==> src/rtl/core/bspi_pkg.sv <==
// shared types, register indexes and the magnitude test for the pruning indexer
package bspi_pkg;

    localparam int EPOCH_W = 8;

    localparam logic [2:0] CFG_MATRIX_ROWS    = 3'd0;
    localparam logic [2:0] CFG_MATRIX_COLS    = 3'd1;
    localparam logic [2:0] CFG_BLOCK_HEIGHT   = 3'd2;
    localparam logic [2:0] CFG_BLOCK_WIDTH    = 3'd3;
    localparam logic [2:0] CFG_KEEP_THRESHOLD = 3'd4;

    localparam logic [31:0] FP_INF_MAG = 32'h7F80_0000;

    // configuration as the datapath sees it, already clamped to legal ranges
    typedef struct packed {
        logic [15:0] rows;
        logic [12:0] cols;
        logic [8:0]  bh;
        logic [8:0]  bw;
        logic [31:0] thr;
    } t_cfg;

    typedef struct packed {
        logic [EPOCH_W-1:0] epoch;
        logic               hit;
    } t_flag_entry;

    function automatic logic bspi_pass(input logic [31:0] elem, input logic [31:0] thr);
        logic [31:0] mag;
        logic [31:0] thr_mag;
        logic        res;
        mag     = {1'b0, elem[30:0]};
        thr_mag = {1'b0, thr[30:0]};
        if (mag > FP_INF_MAG) begin
            res = 1'b0;
        end else if (thr_mag > FP_INF_MAG) begin
            res = 1'b0;
        end else if (thr[31]) begin
            res = 1'b1;
        end else begin
            res = (mag >= thr);
        end
        return res;
    endfunction

endpackage

==> src/rtl/core/bspi_cfg_regs.sv <==
// configuration registers with range clamping
module bspi_cfg_regs (
    input  logic                i_clk,
    input  logic                i_rst_n,
    input  logic                i_cfg_valid,
    output logic                o_cfg_ready,
    input  logic [2:0]          i_cfg_index,
    input  logic [31:0]         i_cfg_data,
    output bspi_pkg::t_cfg      o_cfg
);
    import bspi_pkg::*;

    logic [15:0] r_rows;
    logic [12:0] r_cols;
    logic [8:0]  r_bh;
    logic [8:0]  r_bw;
    logic [31:0] r_thr;

    assign o_cfg_ready = 1'b1;

    always_ff @(posedge i_clk) begin
        if (!i_rst_n) begin
            r_rows <= 16'd1;
            r_cols <= 13'd1;
            r_bh   <= 9'd1;
            r_bw   <= 9'd1;
            r_thr  <= '0;
        end else if (i_cfg_valid) begin
            unique case (i_cfg_index)
                CFG_MATRIX_ROWS:    r_rows <= i_cfg_data[15:0];
                CFG_MATRIX_COLS:    r_cols <= i_cfg_data[12:0];
                CFG_BLOCK_HEIGHT:   r_bh   <= i_cfg_data[8:0];
                CFG_BLOCK_WIDTH:    r_bw   <= i_cfg_data[8:0];
                CFG_KEEP_THRESHOLD: r_thr  <= i_cfg_data;
                default: ;
            endcase
        end
    end

    always_comb begin
        o_cfg.rows = (r_rows == 16'd0) ? 16'd1 : r_rows;
        if (r_cols == 13'd0) begin
            o_cfg.cols = 13'd1;
        end else if (r_cols > 13'd4096) begin
            o_cfg.cols = 13'd4096;
        end else begin
            o_cfg.cols = r_cols;
        end
        if (r_bh == 9'd0) begin
            o_cfg.bh = 9'd1;
        end else if (r_bh > 9'd256) begin
            o_cfg.bh = 9'd256;
        end else begin
            o_cfg.bh = r_bh;
        end
        if (r_bw == 9'd0) begin
            o_cfg.bw = 9'd1;
        end else if (r_bw > 9'd256) begin
            o_cfg.bw = 9'd256;
        end else begin
            o_cfg.bw = r_bw;
        end
        o_cfg.thr = r_thr;
    end

endmodule

==> config.mk <==
export PLATFORM = sky130hd
export DESIGN_NAME = bspi_cfg_regs
export DESIGN_NICKNAME = d
export VERILOG_FILES = /design/src/rtl/core/bspi_pkg.sv /design/src/rtl/core/bspi_cfg_regs.sv
export SDC_FILE = /design/constraint.sdc
export NUM_CORES = 1
export LEC_CHECK = 0
export ABC_AREA = 0
export BUFFER_PORTS_ARGS = -buffer_cell sky130_fd_sc_hd__buf_4
export CAP_MARGIN = 20
export CORE_ASPECT_RATIO = 1.75
export CORE_UTILIZATION = 35
export DETAILED_ROUTE_END_ITERATION = 12
export GPL_ROUTABILITY_DRIVEN = 0
export PLACE_DENSITY = 0.57
export SYNTH_ARGS = -nofsm -noshare
export SYNTH_HDL_FRONTEND = slang
export SYNTH_SLANG_ARGS = --single-unit
==> constraint.sdc <==
create_clock -name i_clk -period 1.5 [get_ports i_clk]
set_input_delay 0.15 -clock i_clk [delete_from_list [all_inputs] [get_ports i_clk]]
set_output_delay 0.15 -clock i_clk [all_outputs]
set_load 0.005 [all_outputs]
==> out/qor.txt <==
Synth area leaders: dfxtp_1, nand2_1, a21boi_0
die width: 75.0 µm
RSZ-0062 raised after global routing: true
clock latency on the worst-skew pair: 330 ps
total CTS buffers: 9
min cycle time layout: 1450 ps
die area: 0.00974 mm²
post-synthesis sequential area ratio: 48.4%
Via Count: 2942
Final Hold Fails: 0
clock share of power: 47.2%
TNS Setup: 0 ps
Fmax: 691 MHz
vias in the first global route: 2668
Ys Warns: 0
EDFF count, synth: 0
core area: 0.00904 mm²
Sw Ratio: 21.1%
first-pass GRT wire length: 13700 µm
drt drc: 0
Sw Pwr: 1.03 mW
Post-DP HPWL: 6330 µm
largest net degree at the start of global routing: 40
Via density: 4.75
DR WL/cell: 14.1 µm
worst hold slack: 64.6 ps
Netlist Area Pre-Place: 0.00327 mm²
Starting Density: 36.1%
Synth top area share: 48.4%
Min-Delay Path Class: input port to register
antenna violations before repair: 0
Gate power share: 7.9%
CTS max path bufs: 2
fin crit share: 96.5%
unique cell type count in the Yosys netlist: 25
I/O Pins: 118
Final setup viols: 0
Worst EP arrival: 1300 ps
CP cell instances: nor4_2, a21oi_1, nor2_1, buf_4
Buf/Inv on CP: 1
top post-synthesis cells by count: nand2_1, dfxtp_1, a21boi_0
CTS Hold Bufs: 0
CP Launch Type: register
Worst path slowest cell: dfxtp_2
syn_nets: 441
Fin Clk Skew: 0 ps
status: finished clean
H-Tree Depth: 3
1st-iter DRT viols: 180
IO Port Bufs: 116
critical path endpoint category: output port
Max Cap Violations: 0
LEAKAGE: 1.90 nW
CTS tree: yes
CP top delay family: simple AND/OR/NAND/NOR gates
Net count, final: 533
PwrDens: 1060 mW/mm²
antenna-violating nets left: 0
maximum vdd ir drop: 561 µV
Req. time, crit path: 1350 ps
Area Growth Syn to Fin: 40.1%
area leader, netlist: dfxtp_1
Max FO, Critical Path: 3
CP Class: register to output port
share of layout cells above drive strength 1: 31.1%
Primary FF master, synth: dfxtp_1
overall routing resource usage: 19.2%
count leader, synth: nand2_1
TritonRoute pass-1 iters: 4
Final Slew Violations: 0
ANT cells: 0
filler cell count: 935
total power: 4.86 mW
Sink Count: 79
clk root buf: clkbuf_16
Die Y-Extent: 130 µm
Synth Area per Inst: 8.10 µm²
post-detailed-routing wire length: 8740 µm
asr flop ratio synth: 0%
Clock Pin Slew Worst Setup and Hold Paths: 60 ps
Remaining Overflow, GRT: 0
Max stage delay on crit path: 330 ps
standard-cell rows: 46
Internal: 3.84 mW
synthesized netlist cell count: 403
#FFs+latches synth: 79
sequential share of power: 44.9%
[power groups by stage]
stage | logic [mW] | clock network [mW] | registers, mW
2_1_floorplan | 0.166 | 0 | 2.22
3_3_place_gp | 0.378 | 0 | 2.22
3_5_place_dp | 0.383 | 0 | 2.22
4_1_cts | 0.386 | 2.37 | 2.18
5_1_grt | 0.424 | 2.47 | 2.19
6_report | 0.385 | 2.30 | 2.18
[cell families (layout without fill, tap and decap cells)]
group / Yosys count / after routing / share of synthesized area (%)
simple gates: 197 / 197 / 28.1
flops: 79 / 79 / 48.4
other cells: 1 / 1 / 0.115
buf+inv: 45 / 141 / 5.90
compound gates: 79 / 79 / 16.8
mux: 2 / 2 / 0.613
[placed cells by master, fill, tap and decap left out, drive strengths merged]
cell type  count
a21boi        59
a21oi          2
a31oi          1
a41o           1
and4bb         2
buf          126
bufinv         2
clkbuf        11
clkinv         2
conb           1
dfxtp         79
mux2i          2
nand2        132
nand3         18
nand4b         1
nand4bb        3
nor2           3
nor2b         25
nor3           4
nor4           7
nor4b          1
o21ai         16
or4b           1
[final cells by class]
class | instances | area (µm²) | area share [%]
tap | 120 | 150 | 3.28
clock inverter | 4 | 70.1 | 1.53
sequential | 79 | 1590 | 34.7
timing repair buffer | 126 | 971 | 21.2
multi-input combinational | 279 | 1550 | 33.9
clock buffer | 11 | 243 | 5.31
[what timing repair did]
item | 4_1_cts | 5_1_grt
endpoints found under the setup margin | 3 | 4
buffers inserted | 0 | 1
pin swaps | 0 | 8
resized for setup | 4 | 10
[path summary, 6_finish.rpt]
path                       start    endpoint  slack, ps  cells past startpoint
setup / recovery         r_bh[4]   o_cfg[41]         50                      4
hold / removal    i_cfg_data[18]   r_thr[18]         60                      3
hold reg to reg        r_thr[10]   r_thr[10]        460                      2
setup reg to reg      r_cols[12]  r_cols[12]        620                      2
[state kept, by name, summed over array words and instances (netlist names)]
register	count
r_thr	32
r_rows	16
r_cols	13
r_bh	9
r_bw	9
[per-layer routing]
layer / up-vias / wire [µm] / GRT usage [%]
li1: 1496 / - / -
met3: 9 / 416 / 5.33
met1: 1358 / 3520 / 22.7
met4: 0 / 186 / 8.55
met5: - / 0 / 0
met2: 79 / 4610 / 31.6
[worst reg2reg max path: stages, from the launching register on]
cell      delay (ps)
dfxtp_1          580
nand2_1           90
a21boi_1         150
[stage by stage]
stage                     std cells  setup slack (ps)  util (%)  cell area (µm²)
final                           619              52.3      50.6             4570
after global routing            619             -27.5      50.6             4570
after CTS                       618              9.19      50.1             4520
after detailed placement        603               185      46.3             4190
after global placement          603               176      46.3             4190
after floorplan                 403               311         -             3270
(Power assumes the default switching activity.)
